--- src/vr_pkg.sv ---
package vr_pkg;

	localparam int VR_ITERATIONS = 16;
	localparam int VR_DATA_WIDTH = 16;
	localparam int VR_ANGLE_W    = 16;
	// angle accumulator, 2^32 units per turn
	localparam int VR_Z_W        = 32;
	localparam int VR_TAB_LEN    = 24;
	// cordic gain 0.60725..., q0.24
	localparam logic [23:0] VR_GAIN_Q24 = 24'd10187994;
	localparam int VR_GAIN_W     = 25;

	// headroom below the input lsb
	function automatic int vr_guard(input int dw);
		int g;
		g = (dw <= 24) ? 12 : (36 - dw);
		return g;
	endfunction

	// atan(2^-i) in accumulator units, rounded to nearest
	function automatic logic [VR_Z_W-1:0] vr_atan(input int i);
		logic [VR_Z_W-1:0] v;
		unique case (i)
			0:  v = 32'd536870912;
			1:  v = 32'd316933406;
			2:  v = 32'd167458907;
			3:  v = 32'd85004756;
			4:  v = 32'd42667331;
			5:  v = 32'd21354465;
			6:  v = 32'd10679838;
			7:  v = 32'd5340245;
			8:  v = 32'd2670163;
			9:  v = 32'd1335087;
			10: v = 32'd667544;
			11: v = 32'd333772;
			12: v = 32'd166886;
			13: v = 32'd83443;
			14: v = 32'd41722;
			15: v = 32'd20861;
			16: v = 32'd10430;
			17: v = 32'd5215;
			18: v = 32'd2608;
			19: v = 32'd1304;
			20: v = 32'd652;
			21: v = 32'd326;
			22: v = 32'd163;
			23: v = 32'd81;
			default: v = '0;
		endcase
		return v;
	endfunction

endpackage

--- src/vr_cell.sv ---
module vr_cell #(
	parameter int IW    = 30,
	parameter int SHIFT = 0
) (
	input  logic                                clk,
	input  logic                                arst_n,
	input  logic                                in_valid,
	output logic                                in_ready,
	input  logic signed [IW-1:0]                in_x,
	input  logic signed [IW-1:0]                in_y,
	input  logic signed [vr_pkg::VR_Z_W-1:0]    in_z,
	output logic                                out_valid,
	input  logic                                out_ready,
	output logic signed [IW-1:0]                out_x,
	output logic signed [IW-1:0]                out_y,
	output logic signed [vr_pkg::VR_Z_W-1:0]    out_z
);
	import vr_pkg::*;

	localparam logic signed [VR_Z_W-1:0] ATAN = vr_atan(SHIFT);

	logic signed [IW-1:0]     xs, ys;
	logic                     ccw;
	logic                     v_q;
	logic signed [IW-1:0]     x_q, y_q;
	logic signed [VR_Z_W-1:0] z_q;

	// floor shifts; zero residual turns counterclockwise
	assign xs  = in_x >>> SHIFT;
	assign ys  = in_y >>> SHIFT;
	assign ccw = !in_z[VR_Z_W-1];

	assign in_ready = !v_q || out_ready;

	always_ff @(posedge clk or negedge arst_n) begin
		if (!arst_n) begin
			v_q <= 1'b0;
		end else if (in_ready) begin
			v_q <= in_valid;
		end
	end

	always_ff @(posedge clk) begin
		if (in_ready && in_valid) begin
			if (ccw) begin
				x_q <= in_x - ys;
				y_q <= in_y + xs;
				z_q <= in_z - ATAN;
			end else begin
				x_q <= in_x + ys;
				y_q <= in_y - xs;
				z_q <= in_z + ATAN;
			end
		end
	end

	assign out_valid = v_q;
	assign out_x     = x_q;
	assign out_y     = y_q;
	assign out_z     = z_q;

endmodule

--- config.mk ---
export PLATFORM = sky130hd
export DESIGN_NAME = vr_cell
export DESIGN_NICKNAME = d
export VERILOG_FILES = /design/src/vr_pkg.sv /design/src/vr_cell.sv
export SDC_FILE = /design/constraint.sdc
export NUM_CORES = 1
export LEC_CHECK = 0
export BUFFER_PORTS_ARGS = -buffer_cell sky130_fd_sc_hd__buf_2
export CORE_UTILIZATION = 40
export CTS_CLUSTER_DIAMETER = 200
export DETAILED_ROUTE_END_ITERATION = 10
export PLACE_DENSITY = 0.77
export SLEW_MARGIN = 20
export SYNTH_ARGS = -nofsm -noshare
export SYNTH_HDL_FRONTEND = slang
export SYNTH_SLANG_ARGS = --single-unit
--- constraint.sdc ---
create_clock -name clk -period 2.76 [get_ports clk]
set_input_delay 0.414 -clock clk [delete_from_list [all_inputs] [get_ports clk]]
set_output_delay 0.414 -clock clk [all_outputs]
set_load 0.01 [all_outputs]
# Word level (Yosys, flattened, before mapping)

Index checks and enable logic that the tools add are counted.

Flip-flop bits (word level): 93
Word-level logic and storage cells: 15
Output and inout port bits: 94
Input port bits: 96

Reduce and logical (&&, ||, !) cells: 3
Muxes and demuxes: 3
$add $sub $neg: 5

Operator list:

| operator                 | number |
|---|---|
| $mux W30                 | 2 |
| $sub A30 B30 Y30         | 2 |
| $add A32 B31 Y32 const B | 1 |
| $mux W32                 | 1 |
| $sub A32 B31 Y32 const B | 1 |
| $add A30 B30 Y30         | 1 |
| $logic_and A1 B1 Y1      | 1 |
| $logic_not A1 Y1         | 1 |
| $logic_or A1 B1 Y1       | 1 |

# Depth between registers and ports, before layout

Depth in word-level cells: 3
Mapped depth: 12

# Worst setup path after synthesis

No wires, ideal clock.

Path type: in2reg
Start: input out_ready
End: register x_q[10] (netlist: out_x[10]) (enable)
Arrival time: 2742 ps
Required time: 2300 ps
Cell stages on the path: 2
Slack: -442 ps
Cell sequence: nand2b_1 > and2_1

Word-level cells in the longest chain between the ends: 2

Ends and longest elaborated chain:

| what                 | RTL line      | source |
|---|---|---|
| start, declared      | vr_cell.sv:13 | `input logic out_ready,` |
| $logic_or A1 B1 Y1   | vr_cell.sv:33 | `assign in_ready = !v_q \|\| out_ready;` |
| $logic_and A1 B1 Y1  | vr_cell.sv:44 | `if (in_ready && in_valid) begin` |
| end signal, assigned | vr_cell.sv:46 | `x_q <= in_x - ys;` |
| end signal, assigned | vr_cell.sv:50 | `x_q <= in_x + ys;` |
| end, declared        | vr_cell.sv:25 | `logic signed [IW-1:0] x_q, y_q;` |

No other way between the ends.
A chain may end at the register's enable or synchronous reset.

# Worst setup path in the final report

Start: input in_x[7]
End: register y_q[26] (netlist: out_y[26]) (data pin)

Word-level cells in the longest chain between the ends: 2

Ends and longest elaborated chain:

| what                                                 | RTL line                     | source |
|---|---|---|
| start, declared                                      | vr_cell.sv:9                 | `input logic signed [IW-1:0] in_x,` |
| $add A30 B30 Y30 or $sub A30 B30 Y30 (tied branches) | vr_cell.sv:47, vr_cell.sv:51 |  |
| $mux W30 *                                           | vr_cell.sv:45                | `if (ccw) begin` |
| end signal, assigned                                 | vr_cell.sv:47                | `y_q <= in_y + xs;` |
| end signal, assigned                                 | vr_cell.sv:51                | `y_q <= in_y - xs;` |
| end, declared                                        | vr_cell.sv:25                |  |

Mark *: on every way between the ends. The rest lies on a longest branch, timed or not.

==> out/metrics.csv <==
metric,value,unit
die_y,141.1,um
crit_chain,"buf_8, inv_4, ha_4, buf_4, buf_4, a21o_1, a21oi_1, o221ai_1, o211ai_2, o211ai_1, a41oi_1, o211a_1, a21oi_1, xnor2_1",
grt_pass1_vias,7057,
core.rowCount,50,
nNetsFinal,1379,
gp_congestion,0.9861,
wl_per_cell,16.50,um
layout_common_cells,"buf_2 (187), buf_4 (184), inv_1 (91), edfxtp_1 (91), a21oi_1 (86)",
dp.cells,1434,
rsz0062_at_grt,true,
worst_r2r_path_depth,3,
n_fill_cell,1630,
cts_buffers,9,
drt-initial-drc-count,788,
synthDistinctLibCells,76,
layout.area.seq,2758,um^2
synthesis.nets,1029,
violations,negative setup slack,
yosysSeqAreaShare,35.63,%
design_area,10850,um^2
path_class,in2reg,
die_width,141.1,um
portBuffers,189,
drv_cap,0,
layout_min_cycle_time,2.850,ns
cp.required,2.84,ns
num_vias,7570,
synth_cells,842,
coreArea,18830,um^2
cp_max_fo,6,
fin_cells,1457,
diodes,0,
drive_gt1_share,37.76,%
grt_util_all_layers,23.77,%
ir_drop,0.4211,mV
ys_ff_latch,92,
p_leak,4.991,nW
dieArea,19910,um^2
hp-class,in2reg,
max_freq,350.8,MHz
crit_slowest_cell,a21oi_1,
status,"finished, violations left",
syn_area,7739,um^2
final_common_cell,buf_2,
hold_viol_final,0,
cts_tree,yes,
holdWs,0.2609,ns
drc,0,
clk_pin_slew,0.07,ns
yosysWarnings,0,
area_growth,40.21,%
clock_path_buffers,2,
power,0.004813,W
drtAntennaViolNets,0,
arrival,2.93,ns
grt_pass1_wl,37080,um
grt_start_max_net_pins,49,
start_util,41.10,%
dr.pass1.iters,6,
tightest_slew,0.5158,ns
synth.avg_cell_area,9.191,um^2
hold_depth,1,
io-pin-count,190,
pre_cts_ws,-0.5423,ns
clk_latency,0.33,ns
critPathCaptureType,flop,
slew_headroom,65.54,%
antenna_found_initial,0,
setup_violations,7,
layout_setup_ws,-0.09033,ns
critical_path.max_stage_delay,0.32,ns
multi_input_comb_area,4715,um^2
dp_hpwl,19570,um
synthArstFlopShare,1.087,%
fin_skew,0.01120,ns
grt_overflow,0,
finalCritPeriodShare,103.3,%
p_per_area,443.5,nW/um^2
root_buffer,clkbuf_16,
via_per_inst,5.196,
synth_edf_count,91,
drt_wl_total,24040,um
yosys_most_used_dff,edfxtp_1,
cts.sinks,92,
critPathLaunchType,primary input,
placed_area,10250,um^2
htreeDepth,3,
drv_slew,0,
==> through the flow <==
stage | utilization (%) | TNS [ns]
floorplan | - | -0.08515
detailed placement | 54.43 | -8.766
finish | 57.62 | -0.1347
global route | 57.62 | -0.6668
CTS | 56.63 | 0
global placement | 54.43 | -7.651
==> worst max-delay path, delay by kind of cell <==
kind	cells	cell delay (ns)
adder cells (fa/ha/maj)	1	0.20
AO/OA/AOI/OAI	8	1.72
XOR/XNOR	1	0.14
buffers and inverters	4	0.44
==> per-layer routing <==
layer	GRT usage [%]	wire, um	vias up
met2	37.26	10770	366
met3	3.702	2177	22
li1	-	-	3684
met4	5.435	244	0
met1	34.23	10840	3498
met5	0	0	-
==> registers in the layout (all words and copies together), names as in the netlist <==
register and flops:
out_z 32, out_y 30, out_valid 1, out_x 29
==> cells in the mapped netlist (5+ instances only) <==
master	n	area [um^2]
xnor2_1	47	411.6
edfxtp_1	91	2733
clkbuf_1	18	67.56
buf_2	10	50.05
nand4_1	6	37.54
buf_4	6	45.04
nor2_1	67	251.5
nand2b_1	14	87.58
xor2_1	10	87.58
nand2_1	49	183.9
nand3_1	18	90.09
o21ai_0	44	220.2
inv_1	93	349.1
nor4_1	5	31.28
mux2i_1	11	110.1
o31ai_1	10	75.07
a31oi_1	10	62.56
ha_1	87	1089
o21a_1	6	45.04
o211ai_1	8	60.06
nor3_1	18	90.09
nor2b_1	8	50.05
o221ai_1	6	52.55
a211oi_1	7	52.55
a21o_1	13	97.59
a21oi_1	89	445.4
o21bai_1	17	127.6
==> repair_timing <==
action | 4_1_cts | 5_1_grt
hold buffers | 1 | 0
setup buffers | 3 | 4
setup endpoints to repair | 10 | 23
hold endpoints to repair | 1 | 0
pin swaps | 12 | 19
gates resized for setup | 22 | 40
==> final timing paths <==
path                            slack (ns)       from        end
worst min register to register        0.54  out_valid  out_valid
worst max-delay path                 -0.09    in_x[7]  out_y[26]
worst max register to register        1.19  out_valid   out_y[9]
worst min-delay path                  0.26   in_z[24]  out_z[24]
max in group asynchronous             2.27     arst_n  out_valid
min in group asynchronous             0.40     arst_n  out_valid
==> final cells by class <==
cell class | instances | share of cell area, %
repair buffers | 378 | 22.30
inverters | 98 | 3.436
well taps | 260 | 2.998
clock buffers | 10 | 2.110
flip-flops and latches | 92 | 25.42
clock inverters | 6 | 0.2883
multi-input cells | 613 | 43.45
==> cells by family (layout without fill, tap and decap cells) <==
logic type                 after synthesis  in the layout  share of synthesized area [%]
xor gates and xnor gates                57             57                          6.451
buffers and inverters                  137            492                          7.227
AOI/OAI and AO/OA                      257            257                          22.26
DFF                                     92             92                          35.63
muxes                                   11             11                          1.423
and+or+nand+nor                        197            197                          11.90
adders and majority gates               91             91                          15.10
==> power breakdown <==
group | leakage (nW) | switching [W] | internal [W]
registers | 0.878 | 0.0000407 | 0.00174
logic | 3.99 | 0.00107 | 0.000889
clock network | 0.121 | 0.000475 | 0.000599
(Power assumes the default switching activity.)
