[src/vr_pkg.sv]
package vr_pkg;

	localparam int VR_ITERATIONS = 16;
	localparam int VR_DATA_WIDTH = 16;
	localparam int VR_ANGLE_W    = 16;
	// angle accumulator, 2^32 units per turn
	localparam int VR_Z_W        = 32;
	localparam int VR_TAB_LEN    = 24;
	// cordic gain 0.60725..., q0.24
	localparam logic [23:0] VR_GAIN_Q24 = 24'd10187994;
	localparam int VR_GAIN_W     = 25;

	// headroom below the input lsb
	function automatic int vr_guard(input int dw);
		int g;
		g = (dw <= 24) ? 12 : (36 - dw);
		return g;
	endfunction

	// atan(2^-i) in accumulator units, rounded to nearest
	function automatic logic [VR_Z_W-1:0] vr_atan(input int i);
		logic [VR_Z_W-1:0] v;
		unique case (i)
			0:  v = 32'd536870912;
			1:  v = 32'd316933406;
			2:  v = 32'd167458907;
			3:  v = 32'd85004756;
			4:  v = 32'd42667331;
			5:  v = 32'd21354465;
			6:  v = 32'd10679838;
			7:  v = 32'd5340245;
			8:  v = 32'd2670163;
			9:  v = 32'd1335087;
			10: v = 32'd667544;
			11: v = 32'd333772;
			12: v = 32'd166886;
			13: v = 32'd83443;
			14: v = 32'd41722;
			15: v = 32'd20861;
			16: v = 32'd10430;
			17: v = 32'd5215;
			18: v = 32'd2608;
			19: v = 32'd1304;
			20: v = 32'd652;
			21: v = 32'd326;
			22: v = 32'd163;
			23: v = 32'd81;
			default: v = '0;
		endcase
		return v;
	endfunction

endpackage

[src/vr_gain.sv]
module vr_gain #(
	parameter int DW    = 16,
	parameter int GUARD = 12,
	parameter int IW    = 30
) (
	input  logic                 clk,
	input  logic                 arst_n,
	input  logic                 in_valid,
	output logic                 in_ready,
	input  logic signed [IW-1:0] in_x,
	input  logic signed [IW-1:0] in_y,
	output logic                 out_valid,
	input  logic                 out_ready,
	output logic signed [DW-1:0] out_x,
	output logic signed [DW-1:0] out_y
);
	import vr_pkg::*;

	localparam int PW = IW + VR_GAIN_W;
	localparam int SH = 24 + GUARD;
	localparam logic signed [VR_GAIN_W-1:0] GAIN = {1'b0, VR_GAIN_Q24};
	localparam logic signed [PW-1:0] HALF = PW'(1) <<< (SH - 1);
	localparam logic signed [PW-1:0] MAXV = (PW'(1) <<< (DW - 1)) - PW'(1);
	localparam logic signed [PW-1:0] MINV = -MAXV - PW'(1);

	logic                 v_s1, v_s2;
	logic                 rdy_s1, rdy_s2;
	logic signed [PW-1:0] px_s1, py_s1;
	logic signed [PW-1:0] rx, ry;
	logic signed [DW-1:0] sx, sy;
	logic signed [DW-1:0] x_s2, y_s2;

	// round half up, then clamp to the output range
	function automatic logic signed [DW-1:0] sat(input logic signed [PW-1:0] v);
		logic signed [DW-1:0] r;
		priority if (v > MAXV) begin
			r = MAXV[DW-1:0];
		end else if (v < MINV) begin
			r = MINV[DW-1:0];
		end else begin
			r = v[DW-1:0];
		end
		return r;
	endfunction

	assign rx = (px_s1 + HALF) >>> SH;
	assign ry = (py_s1 + HALF) >>> SH;
	assign sx = sat(rx);
	assign sy = sat(ry);

	assign rdy_s2   = !v_s2 || out_ready;
	assign rdy_s1   = !v_s1 || rdy_s2;
	assign in_ready = rdy_s1;

	always_ff @(posedge clk or negedge arst_n) begin
		if (!arst_n) begin
			v_s1 <= 1'b0;
			v_s2 <= 1'b0;
		end else begin
			if (rdy_s1) begin
				v_s1 <= in_valid;
			end
			if (rdy_s2) begin
				v_s2 <= v_s1;
			end
		end
	end

	always_ff @(posedge clk) begin
		if (rdy_s1 && in_valid) begin
			px_s1 <= PW'(in_x) * PW'(GAIN);
			py_s1 <= PW'(in_y) * PW'(GAIN);
		end
		if (rdy_s2 && v_s1) begin
			x_s2 <= sx;
			y_s2 <= sy;
		end
	end

	assign out_valid = v_s2;
	assign out_x     = x_s2;
	assign out_y     = y_s2;

endmodule

[config.mk]
export PLATFORM = sky130hd
export DESIGN_NAME = vr_gain
export DESIGN_NICKNAME = d
export VERILOG_FILES = /design/src/vr_pkg.sv /design/src/vr_gain.sv
export SDC_FILE = /design/constraint.sdc
export NUM_CORES = 2
export LEC_CHECK = 0
export BUFFER_PORTS_ARGS = -buffer_cell sky130_fd_sc_hd__buf_2
export CAP_MARGIN = 10
export CORE_MARGIN = 1.5
export CORE_UTILIZATION = 60
export DETAILED_ROUTE_END_ITERATION = 8
export PLACE_DENSITY_LB_ADDON = 0.1
export RECOVER_POWER = 25
export SLEW_MARGIN = 20
export SYNTH_ARGS = -nofsm -noshare
export SYNTH_HDL_FRONTEND = slang
export SYNTH_SLANG_ARGS = --single-unit
export TNS_END_PERCENT = 10
[constraint.sdc]
create_clock -name clk -period 2.7 [get_ports clk]
set_input_delay 0.135 -clock clk [delete_from_list [all_inputs] [get_ports clk]]
set_output_delay 0.135 -clock clk [all_outputs]
set_load 0.03 [all_outputs]
## Yosys cells after proc, flatten, opt, wreduce, memory -nomap -nowiden

Index checks and enable logic that the tools add are counted.
W data, S select, Z words.

| storage, ports and cells | value |
|---|---|
| register bits after elaboration | 142 |
| latch bits | 0 |
| bits in writable memories | 0 |
| memory bits (read-only) | 0 |
| input port bits | 64 |
| output and inout port bits | 34 |
| logic and storage cells | 22 |
| memories kept | 0 |

| operators by class | value |
|---|---|
| $add $sub $neg | 2 |
| multipliers | 2 |
| divide/modulo/power cells | 0 |
| order comparisons | 4 |
| equality and inequality tests | 0 |
| shifts and indexed selects | 0 |
| multiplexer cells | 2 |
| bitwise logic cells | 0 |
| reduce and logical (&&, ||, !) cells | 6 |

Operator list:

| cell | count |
|---|---|
| $add A55 B37 Y55 const B | 2 |
| $mul A30 B24 Y54 const B | 2 |
| $gt A19 B16 Y1 const B | 2 |
| $lt A19 B16 Y1 const B | 2 |
| $mux W16 | 2 |
| $logic_and A1 B1 Y1 | 2 |
| $logic_not A1 Y1 | 2 |
| $logic_or A1 B1 Y1 | 2 |

## Depth between registers and ports, before layout

| logic depth | value |
|---|---|
| word-level depth | 4 |
| mapped depth | 24 |
| gate-level depth less buffers | 24 |

## Least setup slack after synthesis

OpenSTA, ideal clock, no wires.

| timing path | value |
|---|---|
| kind | input port to flip-flop |
| start | in in_y[20] |
| end | reg py_s1[54], data pin |
| library setup time | 0.174 ns |
| arrival | 5.987 ns |
| required time | 2.526 ns |
| setup slack | -3.461 ns |
| stages on the path | 20 |
| buffers on the path | 0 |
| cells stage by stage | ha_1 -> inv_1 -> fa_1 -> fa_1 -> inv_1 -> fa_1 -> fa_1 -> fa_1 -> inv_1 -> fa_1 -> inv_1 -> ha_1 -> nand2_1 -> or3_4 -> or3_1 -> o32a_1 -> a2111oi_4 -> nor2_2 -> o2111a_1 -> a311oi_1 |

| between the ends | value |
|---|---|
| word-level cells in the longest chain between the ends | 1 |

RTL lines:

| item | line | text |
|---|---|---|
| start, declared | vr_gain.sv:11 | `input logic signed [IW-1:0] in_y,` |
| $mul A30 B24 Y54 | vr_gain.sv:72 | `py_s1 <= PW'(in_y) * PW'(GAIN);` |
| end signal, assigned | vr_gain.sv:72 |  |
| end, declared | vr_gain.sv:28 | `logic signed [PW-1:0] px_s1, py_s1;` |

No other way between the ends.
A chain may end at the register's enable or synchronous reset.

## Final worst setup path

| timing path | value |
|---|---|
| start | in in_y[24] |
| end | reg py_s1[54], data pin |

The elaborated chain is that of the path after synthesis.

==> results.md <==
- Outcome: complete, but fails checks
- Failing checks: negative setup slack
- Post-synth top area cell: fa_1
- Max-cap violations: 0
- CTS tree: built
- Layout cell share with drive strength beyond 1: 26.60%
- Yosys warnings: 0
- Vias: 22,527
- Port bufs: 97
- Unrepaired setup endpoints after global routing: true
- Seq/Total Area, Yosys: 7.231%
- Die Ht: 228.8 um
- Post-route clock period utilization: 227.1%
- RR Startpoint: py_s1[44]
- CP Capture Type: flop
- Final WL: 82,390 um
- Drt first pass iters: 5
- Top-area cell type share of the netlist area: 43.26%
- Hold Vio Cnt, Final: 0
- CP Launch Type: primary input
- Final min period: 6.131 ns
- Post-synth EDFFs: 72
- Worst Path Buf+Inv: 5
- I/O pin count: 98
- Nets: 4,943
- Die area: 0.05235 mm2
- CP max FO: 4
- WL per Instance: 18.98 um
- Hold Worst Slack: 0.002434 ns
- Pins Over Slew Limit: 0
- Number of global-route vias before repair: 25,293
- Die W: 228.8 um
- CTS clk-pin slew, worst paths: 0.06 ns
- Worst setup path class: primary input to flop
- CTS Buf Count: 9
- R2R Setup Slk: 0.07 ns
- Syn nets: 4,238
- Antenna cells: 0
- Initial drt markers: 1,145
- Min-Delay Startpoint: in_valid
- Worst Path Arrival: 6.29 ns
- Area grow syn2layout: 27.28%
- Syn Area/Cell: 10.34 um2
- CP dominant cell by count: fa_1
- Number of synthesized register bits: 74
- Filler Cell Count: 3,359
- GR Util All Layers: 32.66%
- Post-DP HPWL: 73,580 um
- Clock Tree Buf Depth: 2
- CTS root buf: clkbuf_16
- Worst path top cell family by delay: adder cells
- # DRC: 0
- Depth of the most critical reg-to-reg path: 10
- Worst Hold Path EP: v_s1
- Final antenna-violating net count: 0
- Worst hold-check path type: primary input to flop
- Gpl congestion: 0.9956
- Via/cell ratio: 5.189
- Largest net degree at the start of global routing: 25
- GRT Residual Overflow: 0
- Required time at the worst-slack endpoint: 2.86 ns
- Slowest CP cell: fa_1
- Latest clock arrival within the worst-skew pair: 0.35 ns
- Cell Area, Synth: 0.03059 mm2
- Primary FF master, synth: edfxtp_1
- Worst slew pin tran: 0.7697 ns
- CP max stage delay: 0.55 ns
- Ys async rst share: 2.703%
- First-pass GRT wire length: 132,700 um
- Clock Skew: 0.01127 ns
- Setup slack after layout: -3.431 ns
- Reg2reg end: out_y[10]
- Number of H-tree levels: 3
- Synth unique cells: 62
- Max Clk Rate: 163.1 MHz
- Final setup vio count: 40
- Initial core utilization: 60.85%
- CORE AREA: 0.05027 mm2
- Worst Hold Path Cells: 2
- Slew headroom: 48.69%
- Synth area leaders: fa_1, ha_1, inv_1
- Row cnt: 82
- Clk sinks: 74
- Synth Instances: 2,959
- Initial antenna violation count: 0
- CP cell instances: buf_4 -> ha_4 -> inv_2 -> fa_1 -> fa_1 -> inv_1 -> fa_1 -> fa_1 -> fa_1 -> inv_1 -> fa_1 -> inv_1 -> ha_1 -> and3_4 -> and2_4 -> nand3_2 -> or3_4 -> o32a_4 -> a2111oi_4 -> nor2_2 -> o2111a_1 -> a311oi_2
synthesized netlist by cell type (5+ instances only):
cell      number
a21o_1        37
nand2_1       67
o21bai_1       6
nand2b_1       9
nor3_1        12
nand4_1       20
a211oi_1       6
o21a_1         8
nand3_1       32
edfxtp_1      72
or3_1          5
fa_1         661
a22oi_1        5
nor2_1        35
inv_1        961
clkbuf_1       5
xor2_1        88
nor2b_1       18
ha_1         554
mux2_2         7
xnor2_1       94
nor4_1         6
and3_1        15
a21oi_1       85
and2_1         6
o21ai_0       83
routing by layer:
metal | share of wire [%] | track usage, %
met5 | 0 | 0
met3 | 4.0 | 3.144
met1 | 43 | 44.77
met4 | 2.2 | 6.271
met2 | 51 | 57.01
cell usage in the layout (no fill, tap or decap), types with 10 or more instances in the layout:
cell      instances
inv_2            43
nand3_1          30
buf_4           605
a21oi_1          63
buf_6            22
nor3_1           10
xor2_1           82
buf_2            23
nand2_1          63
o21ai_0          63
ha_4            100
ha_2             21
o21ai_1          15
nor2b_1          18
ha_1            433
fa_1            634
inv_1           914
and3_1           13
edfxtp_1         72
nor2_1           29
nand4_1          20
a21o_1           37
buf_12           10
clkbuf_1         32
fa_2             27
a21oi_2          21
xnor2_1          90
what timing repair did:
action / CTS / global route
hold endpoints to repair: 2 / 0
pin swaps: 68 / 118
buffers inserted: 12 / 6
resized for setup: 134 / 227
hold buffers: 1 / 0
setup endpoints to repair: 47 / 70
cell type report:
class                           count  area (um2)  share of cell area, %
Clock buffer                        9       225.2                 0.5784
Clock inverter                      7       82.58                 0.2121
Inverter                          961        3617                  9.290
Multi-Input combinational cell   1918       26660                  68.48
Sequential cell                    74        2212                  5.681
Tap cell                          672       840.8                  2.159
Timing Repair Buffer              700        5295                  13.60
worst max-delay path by stage:
stage | start | endpoint | slack, ns | depth (start not counted)
floorplan | in_y[24] | py_s1[54] | -3.06 | 20
global route | in_y[19] | py_s1[54] | -3.65 | 23
finish | in_y[24] | py_s1[54] | -3.43 | 22
global placement | in_y[28] | py_s1[54] | -3.89 | 22
CTS | in_y[19] | py_s1[54] | -3.46 | 22
detailed placement | in_y[28] | py_s1[54] | -4.01 | 22
state kept, by name (all words and copies together), names as in the netlist:
signal and cells:
px_s1 20, py_s1 20, out_y 16, v_s1 1
out_x 16, out_valid 1
cell families (layout without fill, tap and decap cells):
family / Yosys count / count (layout) / share of synthesized area [%]
xor gates and xnor gates: 182 / 182 / 5.211
adders and majority gates: 1215 / 1215 / 65.92
muxes: 7 / 7 / 0.2577
DFF: 74 / 74 / 7.231
AOI/OAI and AO/OA: 274 / 274 / 5.534
buffers and inverters: 967 / 1677 / 11.87
and+or+nand+nor: 240 / 240 / 3.984
per-stage QoR:
step                      instances  setup WS, ns  utilization (%)  area [um2]  setup TNS, ns
after floorplan                2959        -3.060                -       31080        -114.38
after global placement         4306        -3.885            73.26       36830        -143.74
after detailed placement       4306        -4.008            73.26       36830        -146.79
after CTS                      4335        -3.460            75.32       37860        -125.80
after global routing           4341        -3.646            77.45       38940        -131.50
final                          4341        -3.431            77.45       38940        -123.28
Power is not shown: default switching activity piles up to over one toggle a cycle in this logic, so the estimate is an artifact.
