<file path="src/vr_pkg.sv">
package vr_pkg;

	localparam int VR_ITERATIONS = 16;
	localparam int VR_DATA_WIDTH = 16;
	localparam int VR_ANGLE_W    = 16;
	// angle accumulator, 2^32 units per turn
	localparam int VR_Z_W        = 32;
	localparam int VR_TAB_LEN    = 24;
	// cordic gain 0.60725..., q0.24
	localparam logic [23:0] VR_GAIN_Q24 = 24'd10187994;
	localparam int VR_GAIN_W     = 25;

	// headroom below the input lsb
	function automatic int vr_guard(input int dw);
		int g;
		g = (dw <= 24) ? 12 : (36 - dw);
		return g;
	endfunction

	// atan(2^-i) in accumulator units, rounded to nearest
	function automatic logic [VR_Z_W-1:0] vr_atan(input int i);
		logic [VR_Z_W-1:0] v;
		unique case (i)
			0:  v = 32'd536870912;
			1:  v = 32'd316933406;
			2:  v = 32'd167458907;
			3:  v = 32'd85004756;
			4:  v = 32'd42667331;
			5:  v = 32'd21354465;
			6:  v = 32'd10679838;
			7:  v = 32'd5340245;
			8:  v = 32'd2670163;
			9:  v = 32'd1335087;
			10: v = 32'd667544;
			11: v = 32'd333772;
			12: v = 32'd166886;
			13: v = 32'd83443;
			14: v = 32'd41722;
			15: v = 32'd20861;
			16: v = 32'd10430;
			17: v = 32'd5215;
			18: v = 32'd2608;
			19: v = 32'd1304;
			20: v = 32'd652;
			21: v = 32'd326;
			22: v = 32'd163;
			23: v = 32'd81;
			default: v = '0;
		endcase
		return v;
	endfunction

endpackage

</file>
<file path="src/vr_prerot.sv">
module vr_prerot #(
	parameter int DW    = 16,
	parameter int GUARD = 12,
	parameter int IW    = 30
) (
	input  logic                                clk,
	input  logic                                arst_n,
	input  logic                                in_valid,
	output logic                                in_ready,
	input  logic signed [DW-1:0]                in_x,
	input  logic signed [DW-1:0]                in_y,
	input  logic [vr_pkg::VR_ANGLE_W-1:0]       angle,
	output logic                                out_valid,
	input  logic                                out_ready,
	output logic signed [IW-1:0]                out_x,
	output logic signed [IW-1:0]                out_y,
	output logic signed [vr_pkg::VR_Z_W-1:0]    out_z
);
	import vr_pkg::*;

	logic [VR_ANGLE_W-1:0] a_bias;
	logic [1:0]            quad;
	logic [VR_ANGLE_W-1:0] resid;
	logic signed [IW-1:0]  x_ext, y_ext, x_rot, y_rot;
	logic                  v_q;
	logic signed [IW-1:0]  x_q, y_q;
	logic signed [VR_Z_W-1:0] z_q;

	// nearest quarter turn, residual within +-1/8 turn
	assign a_bias = angle + VR_ANGLE_W'(16'h2000);
	assign quad   = a_bias[VR_ANGLE_W-1 -: 2];
	assign resid  = angle - {quad, {(VR_ANGLE_W-2){1'b0}}};

	assign x_ext = {{(IW-DW){in_x[DW-1]}}, in_x} <<< GUARD;
	assign y_ext = {{(IW-DW){in_y[DW-1]}}, in_y} <<< GUARD;

	// exact quarter-turn rotation
	always_comb begin
		unique case (quad)
			2'd1: begin
				x_rot = -y_ext;
				y_rot = x_ext;
			end
			2'd2: begin
				x_rot = -x_ext;
				y_rot = -y_ext;
			end
			2'd3: begin
				x_rot = y_ext;
				y_rot = -x_ext;
			end
			default: begin
				x_rot = x_ext;
				y_rot = y_ext;
			end
		endcase
	end

	assign in_ready = !v_q || out_ready;

	always_ff @(posedge clk or negedge arst_n) begin
		if (!arst_n) begin
			v_q <= 1'b0;
		end else if (in_ready) begin
			v_q <= in_valid;
		end
	end

	always_ff @(posedge clk) begin
		if (in_ready && in_valid) begin
			x_q <= x_rot;
			y_q <= y_rot;
			z_q <= {resid, {(VR_Z_W-VR_ANGLE_W){1'b0}}};
		end
	end

	assign out_valid = v_q;
	assign out_x     = x_q;
	assign out_y     = y_q;
	assign out_z     = z_q;

endmodule

</file>
<file path="config.mk">
export PLATFORM = sky130hd
export DESIGN_NAME = vr_prerot
export DESIGN_NICKNAME = d
export VERILOG_FILES = /design/src/vr_pkg.sv /design/src/vr_prerot.sv
export SDC_FILE = /design/constraint.sdc
export NUM_CORES = 1
export LEC_CHECK = 0
export ABC_AREA = 1
export BUFFER_PORTS_ARGS = -buffer_cell sky130_fd_sc_hd__buf_2
export CORE_ASPECT_RATIO = 0.75
export CORE_MARGIN = 8
export CORE_UTILIZATION = 35
export CTS_CLUSTER_DIAMETER = 100
export DETAILED_ROUTE_END_ITERATION = 10
export MAX_ROUTING_LAYER = met4
export SKIP_CTS_REPAIR_TIMING = 1
export SLEW_MARGIN = 15
export SYNTH_ARGS = -nofsm -noshare
export SYNTH_HDL_FRONTEND = slang
export SYNTH_SLANG_ARGS = --single-unit
</file>
<file path="constraint.sdc">
create_clock -name clk -period 3.2 [get_ports clk]
set_input_delay 0.32 -clock clk [delete_from_list [all_inputs] [get_ports clk]]
set_output_delay 0.32 -clock clk [all_outputs]
set_load 0.01 [all_outputs]
</file>
Word level (Yosys, flattened, before mapping)
Index checks and enable logic that the tools add are counted.
{ "totals": {"out_inout_bits": 94, "latch_bits": 0, "reg_bits": 77, "ram_bits": 0, "romBits": 0, "elab_cells": 16, "mem_count": 0, "in_bits": 52} }
{ "classes": {"bitwise": 0, "n_shift": 0, "div": 0, "reduce_logical": 3, "multipliers": 0, "n_addsub": 4, "eq_ne": 3, "n_mux": 2, "order_cmp": 0} }
{ "ops": {"columns": ["cell", "n"], "rows": [
  ["$pmux 30 s3", 2],
  ["$neg 28->30", 2],
  ["$add 16x14->16 const B", 1],
  ["$sub 16x16->16", 1],
  ["$eq 2x2->1 const B", 2],
  ["$eq 2x1->1 const B", 1],
  ["$logic_and 1x1->1", 1],
  ["$logic_not 1->1", 1],
  ["$logic_or 1x1->1", 1]
]} }

Longest topological paths before layout
Gate-level depths: netlist of the first run.
{ "depth": {"ltp_word": 3, "depth_mapped": 10, "ltp_nobuf": 10} }

Least setup slack after synthesis of the first run
No wires, ideal clock.
{ "synth_timing": {"path_type": "reg2reg", "startpoint": "register v_q, in the netlist out_valid", "endpoint": "register x_q[12], in the netlist out_x[12] (enable)", "stages_incl_launch_ff": 2, "setup_time_ns": 0.479, "period_less_slack_ns": 3.473, "required_time_ns": 2.721, "t_arrival_ns": 2.994, "n_path_buf": 0, "setup_slack_ns": -0.273, "path_cell_list": "dfrtp_1 -> a21oi_1"} }
{ "synth_between": {"elab_chain_len": 3} }
{ "synth_lines": {"columns": ["item", "line_no", "text"], "rows": [
  ["start, declared", "vr_prerot.sv:25", "logic v_q;"],
  ["start signal, assigned", "vr_prerot.sv:65", "v_q <= in_valid;"],
  ["$logic_not 1->1", "vr_prerot.sv:59", "assign in_ready = !v_q || out_ready;"],
  ["$logic_or 1x1->1", "vr_prerot.sv:59", null],
  ["$logic_and 1x1->1", "vr_prerot.sv:70", "if (in_ready && in_valid) begin"],
  ["end signal, assigned", "vr_prerot.sv:71", "x_q <= x_rot;"],
  ["end, declared", "vr_prerot.sv:26", "logic signed [IW-1:0] x_q, y_q;"]
]} }
Every way passes these cells.
A chain may end at the register's enable or synchronous reset.

Final worst setup path of the first run
{ "layout_timing": {"startpoint": "input port angle[14] (netlist bit)", "endpoint": "register y_q[14], in the netlist out_y[14], data pin"} }
{ "layout_between": {"elab_chain_len": 3} }
{ "layout_lines": {"columns": ["item", "line_no", "text"], "rows": [
  ["start, declared", "vr_prerot.sv:12", "input logic [vr_pkg::VR_ANGLE_W-1:0] angle,"],
  ["$add 16x14->16 (*)", "vr_prerot.sv:30", "assign a_bias = angle + VR_ANGLE_W'(16'h2000);"],
  ["$eq 2x2->1 or $eq 2x1->1 (tied branches)", "vr_prerot.sv:39", "unique case (quad)"],
  ["$pmux 30 s3 (*)", "vr_prerot.sv:39", null],
  ["named net y_rot[14]", "vr_prerot.sv:24", "logic signed [IW-1:0] x_ext, y_ext, x_rot, y_rot;"],
  ["end signal, assigned", "vr_prerot.sv:72", "y_q <= y_rot;"],
  ["end, declared", "vr_prerot.sv:26", null]
]} }
The timed path passes the listed nets; every way through them passes the cells marked *.

==> impl_metrics.csv, run 1 <==
group,metric,value,unit
pwr,power.leakage,1.93,nW
run,max-cap-violations,0,
synthesis,synthDominantAreaCellType,"edfxtp_1",
sta,finalClockSkew,0.00641,ns
synthesis,synthXorXnorAreaFrac,0.0186,
sta,tightest_slew,0.758,ns
cts,clock_path_buffers,2,
grt,grt_max_degree,35,
synthesis,muxShareOfSynthArea,0,
cts,htree_num_levels,2,
grt,grt_pass1_vias,3302,
layout,finalNetCount,619,
synthesis,synth_edf_count,52,
layout,drive_above_1_share,0.257,
pwr,power_density,420,nW/um^2
layout,fin_util,0.422,
critical_path,startpoint,"angle[14]",
worst_hold_path,hold_class,"in -> reg",
layout,antenna_cells,0,
grt,antenna_found_initial,0,
synthesis,synth_compound_area_frac,0.0299,
synthesis,synthDominantCellAreaShare,0.415,
sta,finalCriticalPeriod,1.84,ns
routing,vias,3411,
placed_design,place.gp.congestion,0.875,
synthesis,synthAdderAreaFrac,0.0133,
sta,finalHoldViolCount,0,
routing,drc_errors,0,
critical_path,crit_type,"in -> reg",
placed_design,port_buffers,105,
sta,timing.final.crit_share,0.575,
critical_path,end_kind,"flop",
pwr,p_switching,0.559,mW
cts,cts_root_buffer,"clkbuf_16",
synthesis,syn-instance-count,461,
synthesis,synth-seq-area-share,0.422,
cts,path_clk_slew,0.07,ns
routing,wl_per_cell,15.2,um
routing,wirelength,10600,um
critical_path,worst_setup_path_start_kind,"input port",
critical_path,reg2regPathDepth,2,
floorplan,die_x,136,um
sta,fin_hold_ws,0.193,ns
sta,tns,0,ns
synthesis,ys_ff_latch,53,
synthesis,synth_flop_cell,"edfxtp_1",
synthesis,synthDistinctLibCells,34,
status,status,"completed",
synthesis,synth_top_family_by_area,"simple AND/OR/NAND/NOR gates",
critical_path,rr_startpoint,"out_valid",
pwr,p_int,1.28,mW
placed_design,dp_hpwl,8430,um
synthesis,syn-mean-instance-area,8.16,um^2
pwr,sw_frac_of_total,0.304,
pwr,seqPwrFrac,0.465,
floorplan,fp.dieH,106,um
synthesis,synthArstFlopShare,0.0189,
grt,gr-total-overflow,0,
cts,clk_latency,0.29,ns
critical_path,crit_end,"out_y[14]",
layout,syn2layout_area_growth,16.4,%
critical_path,cp_max_fo,34,
floorplan,std_cell_rows,32,
synthesis,yosys.area_share.simple,0.360,
sta,rsz0062_at_grt,"no",
routing,antenna_left,0,
floorplan,initial_core_util,0.363,
cts,clock-sinks,53,
synthesis,synthTopCellsByArea,"edfxtp_1 42%, nand2_1 13%, buf_4 8.6%",
sta,drv_slew,0,
sta,finalSetupViolations,0,
pwr,clkPwrFrac,0.299,
sta,fmax,0.543,GHz
critical_path,critPathArrivalTime,1.98,ns
critical_path,r2r-end,"out_z[31]",
pwr,ir_worst_vdd,0.169,mV
grt,grt_first_pass_wirelength,16700,um
cts,cts_buffers,5,
routing,firstDrtPassIters,5,
floorplan,die-area,14400,um^2
grt,grt_usage,0.147,
floorplan,core_area,10400,um^2
routing,drt_iter0_drc,277,
pwr,total_power,1.84,mW
cts,cts_tree,"built",
synthesis,yosys_warnings,0,
critical_path,cp.required,3.34,ns
critical_path,r2r_slack,1.75,ns
sta,slew_headroom,0.493,
floorplan,io_pins,146,
pwr,combPwrFrac,0.236,
routing,viasPerCell,4.87,
synthesis,syn-cell-area,3760,um^2
-- registers in the layout (all words and copies together) (netlist names) --
signal	flops
out_x	18
out_z	16
out_y	18
out_valid	1
-- Yosys cell counts (all sizes together), types with 2 or more instances --
cell type and n:
nor2 49, xnor2 6, nand2 138, o21ai 8, edfxtp 52, ha 4, a21oi 3, o2111ai 3
o211ai 2, nand4 30, nand3b 4, buf 52, nand3 60, xor2 2, inv 43
-- per-layer routing --
metal,GRT usage,routed length (um)
met1,0.200,5220
met2,0.227,4560
met5,-,0
met3,0.0261,818
met4,0.0229,42
-- layout make-up --
class	count	area [um^2]
clock buffers	5	125
clock inverters	3	25.0
fillers	1092	5990
inverters	43	171
multi-input cells	352	1750
flip-flops and latches	53	1590
well taps	136	170
repair buffers	108	551
-- critical path, stage by stage --
cell,delay (ns)
buf_2,0.11
inv_1,0.05
ha_1,0.61
inv_2,0.13
nor2_8,0.43
a22oi_1,0.18
o211ai_1,0.14
-- how the worst min path moves through the flow --
stage | start | endpoint | slack [ns] | cells past startpoint
floorplan | arst_n | out_valid | 0.02 | 0
global placement | arst_n | out_valid | 0.1 | 1
detailed placement | arst_n | out_valid | 0.1 | 1
CTS | arst_n | out_valid | -0.22 | 1
global route | angle[2] | out_z[18] | 0.18 | 1
finish | angle[7] | out_z[23] | 0.19 | 1
-- power groups by stage --
stage,Combinational [mW],Clock (mW),Sequential (mW)
6_report,0.434,0.550,0.856
5_1_grt,0.483,0.597,0.862
4_1_cts,0.434,0.574,0.857
3_5_place_dp,0.432,0,0.871
3_3_place_gp,0.423,0,0.871
2_1_floorplan,0.287,0,0.905
-- cell usage in the layout (no fill, tap or decap) --
cell / instances
a21oi_1: 1
a21oi_2: 1
a21oi_4: 1
a22oi_1: 1
and2_1: 1
buf_2: 105
buf_4: 2
clkbuf_16: 5
clkinv_4: 1
clkinvlp_4: 1
conb_1: 40
dfrtp_1: 1
dlygate4sd3_1: 1
edfxtp_1: 52
ha_1: 4
inv_1: 37
inv_2: 3
inv_4: 2
inv_6: 2
nand2_1: 131
nand2_2: 5
nand2_4: 2
nand3_1: 58
nand3_2: 2
nand3b_1: 4
nand4_1: 30
nor2_1: 38
nor2_2: 3
nor2_4: 6
nor2_8: 2
o2111ai_1: 3
o211ai_1: 1
o211ai_2: 1
o21ai_0: 6
o21ai_1: 2
or2_2: 1
xnor2_1: 6
xor2_1: 2
-- cells by family (layout without fill, tap and decap cells) --
logic type / Yosys count / in the layout
compound gates: 17 / 17
simple gates: 283 / 283
fa+ha+maj: 4 / 4
flops: 53 / 53
other cells: 1 / 40
buf+inv: 95 / 159
xor+xnor: 8 / 8
-- through the flow --
| stage | std cells | cell area, um^2 | worst slack, ns |
|---|---|---|---|
| floorplan | 500 | 3910 | 0.882 |
| global placement | 691 | 4220 | 1.13 |
| detailed placement | 691 | 4220 | 1.03 |
| CTS | 699 | 4370 | 1.34 |
| global route | 700 | 4380 | 1.20 |
| finish | 700 | 4380 | 1.36 |
(Power assumes the default switching activity.)
==> run 2: changes to the inputs <==
clock period = 1.8 ns   (was 3.2 ns; I/O delays follow)
==> run 2 against run 1 <==
Compared with the run above: wire length fell by 0.42%; utilization grew 1.2 points; largest cell class unchanged; register-to-register slack worse by 1.2 ns; global-route usage rose by 0.32 points; first-iteration DRC count shrank 18%; cell area up 2.9%; critical path type unchanged; sequential share of layout area is 1.0 points lower; flip-flop and latch count unchanged; power is 80% higher; critical endpoint is now out_x[27].
==> impl_metrics.csv, run 2 (synthesis results as in run 1) <==
group,metric,value,unit
sta,tns,0,ns
pwr,power_density,736,nW/um^2
layout,register_area,1590,um^2
grt,antenna_found_initial,0,
sta,finalCriticalPeriod,1.51,ns
cts,clk_latency,0.29,ns
sta,finalHoldViolCount,0,
critical_path,critPathArrivalTime,1.66,ns
critical_path,cp.required,1.95,ns
sta,drv_slew,0,
sta,rsz0062_at_grt,"no",
floorplan,io_pins,146,
floorplan,fp.dieH,106,um
sta,fmax,0.663,GHz
pwr,p_int,2.32,mW
floorplan,die_x,136,um
placed_design,pre_cts_ws,-0.0193,ns
pwr,p_switching,0.998,mW
floorplan,std_cell_rows,32,
critical_path,startpoint,"angle[14]",
layout,fin_util,0.434,
critical_path,reg2regPathDepth,2,
cts,clock_path_buffers,2,
floorplan,core_area,10400,um^2
placed_design,port_buffers,105,
layout,layout_common_cells,"131 x nand2_1, 105 x buf_2, 58 x nand3_1, 52 x edfxtp_1, 40 x conb_1",
routing,drt_iter0_drc,228,
routing,vias,3355,
layout,multi_input_area,1750,um^2
floorplan,initial_core_util,0.363,
grt,grt_pass1_vias,3439,
layout,syn2layout_area_growth,19.8,%
grt,gr-total-overflow,0,
pwr,seqPwrFrac,0.459,
sta,tightest_slew,0.763,ns
layout,drive_above_1_share,0.269,
cts,path_clk_slew,0.07,ns
grt,grt_max_degree,53,
critical_path,r2r-end,"out_y[17]",
sta,finalSetupViolations,0,
routing,antenna_left,0,
layout,finalNetCount,628,
pwr,total_power,3.32,mW
sta,fin_hold_ws,0.0581,ns
sta,timing.final.crit_share,0.838,
pwr,clkPwrFrac,0.293,
status,status,"completed",
routing,wirelength,10600,um
cts,cts_buffers,5,
grt,grt_first_pass_wirelength,17100,um
run,max-cap-violations,0,
pwr,power.leakage,1.99,nW
layout,final_common_cell,"nand2_1",
cts,clock-sinks,53,
critical_path,crit_type,"in -> reg",
placed_design,dp_hpwl,8300,um
pwr,combPwrFrac,0.249,
critical_path,crit_end,"out_x[27]",
critical_path,cp_max_fo,30,
routing,wl_per_cell,14.9,um
critical_path,end_kind,"flop",
layout,n_fill_cell,1069,
cts,cts_tree,"built",
sta,finalClockSkew,0.00569,ns
layout,antenna_cells,0,
floorplan,die-area,14400,um^2
sta,worst_slack,0.292,ns
grt,grt_usage,0.151,
placed_design,place.gp.congestion,0.860,
cts,cts_root_buffer,"clkbuf_16",
critical_path,rr_startpoint,"out_valid",
cts,htree_num_levels,2,
pwr,sw_frac_of_total,0.301,
sta,slew_headroom,0.490,
pwr,ir_worst_vdd,0.313,mV
critical_path,r2r_slack,0.56,ns
routing,viasPerCell,4.73,
worst_hold_path,hold_class,"in -> reg",
routing,firstDrtPassIters,5,
routing,drc_errors,0,
critical_path,worst_setup_path_start_kind,"input port",
[run 2: critical path, stage by stage]
cell and delay [ns]:
buf_2 0.11, inv_1 0.04, ha_1 0.34, nor2_4 0.63, nand2_1 0.19, nand4_1 0.16
[run 2: routing by layer]
layer	wire length, um	up-vias	track usage
met2	4490	154	0.230
met5	0	-	-
li1	-	1691	-
met3	901	9	0.0351
met4	70	0	0.0277
met1	5130	1501	0.200
[run 2: worst min path at each step]
stage	from	slack [ns]	depth (start not counted)	to
floorplan	arst_n	-0.12	0	out_valid
global placement	arst_n	-0.05	1	out_valid
detailed placement	arst_n	-0.05	1	out_valid
CTS	arst_n	-0.36	1	out_valid
global route	angle[5]	0.05	1	out_z[21]
finish	angle[5]	0.06	1	out_z[21]
[run 2: power by group through the flow]
stage | registers, mW | logic, mW | clock network [mW]
floorplan | 1.61 | 0.513 | 0
global placement | 1.55 | 0.813 | 0
detailed placement | 1.55 | 0.822 | 0
CTS | 1.52 | 0.825 | 1.01
global route | 1.53 | 0.917 | 1.05
finish | 1.52 | 0.824 | 0.971
[run 2: per-stage QoR]
step                cell area, um^2  cells
floorplan                      3920    500
global placement               4350    700
detailed placement             4350    700
CTS                            4490    708
global route                   4500    709
finish                         4500    709
[run 2: layout make-up]
type,instances,share of cell area
clock inverter,3,0.00472
inverter,43,0.0381
multi-input combinational,352,0.388
clock buffer,5,0.0278
sequential,53,0.352
timing repair buffer,117,0.151
tap,136,0.0378
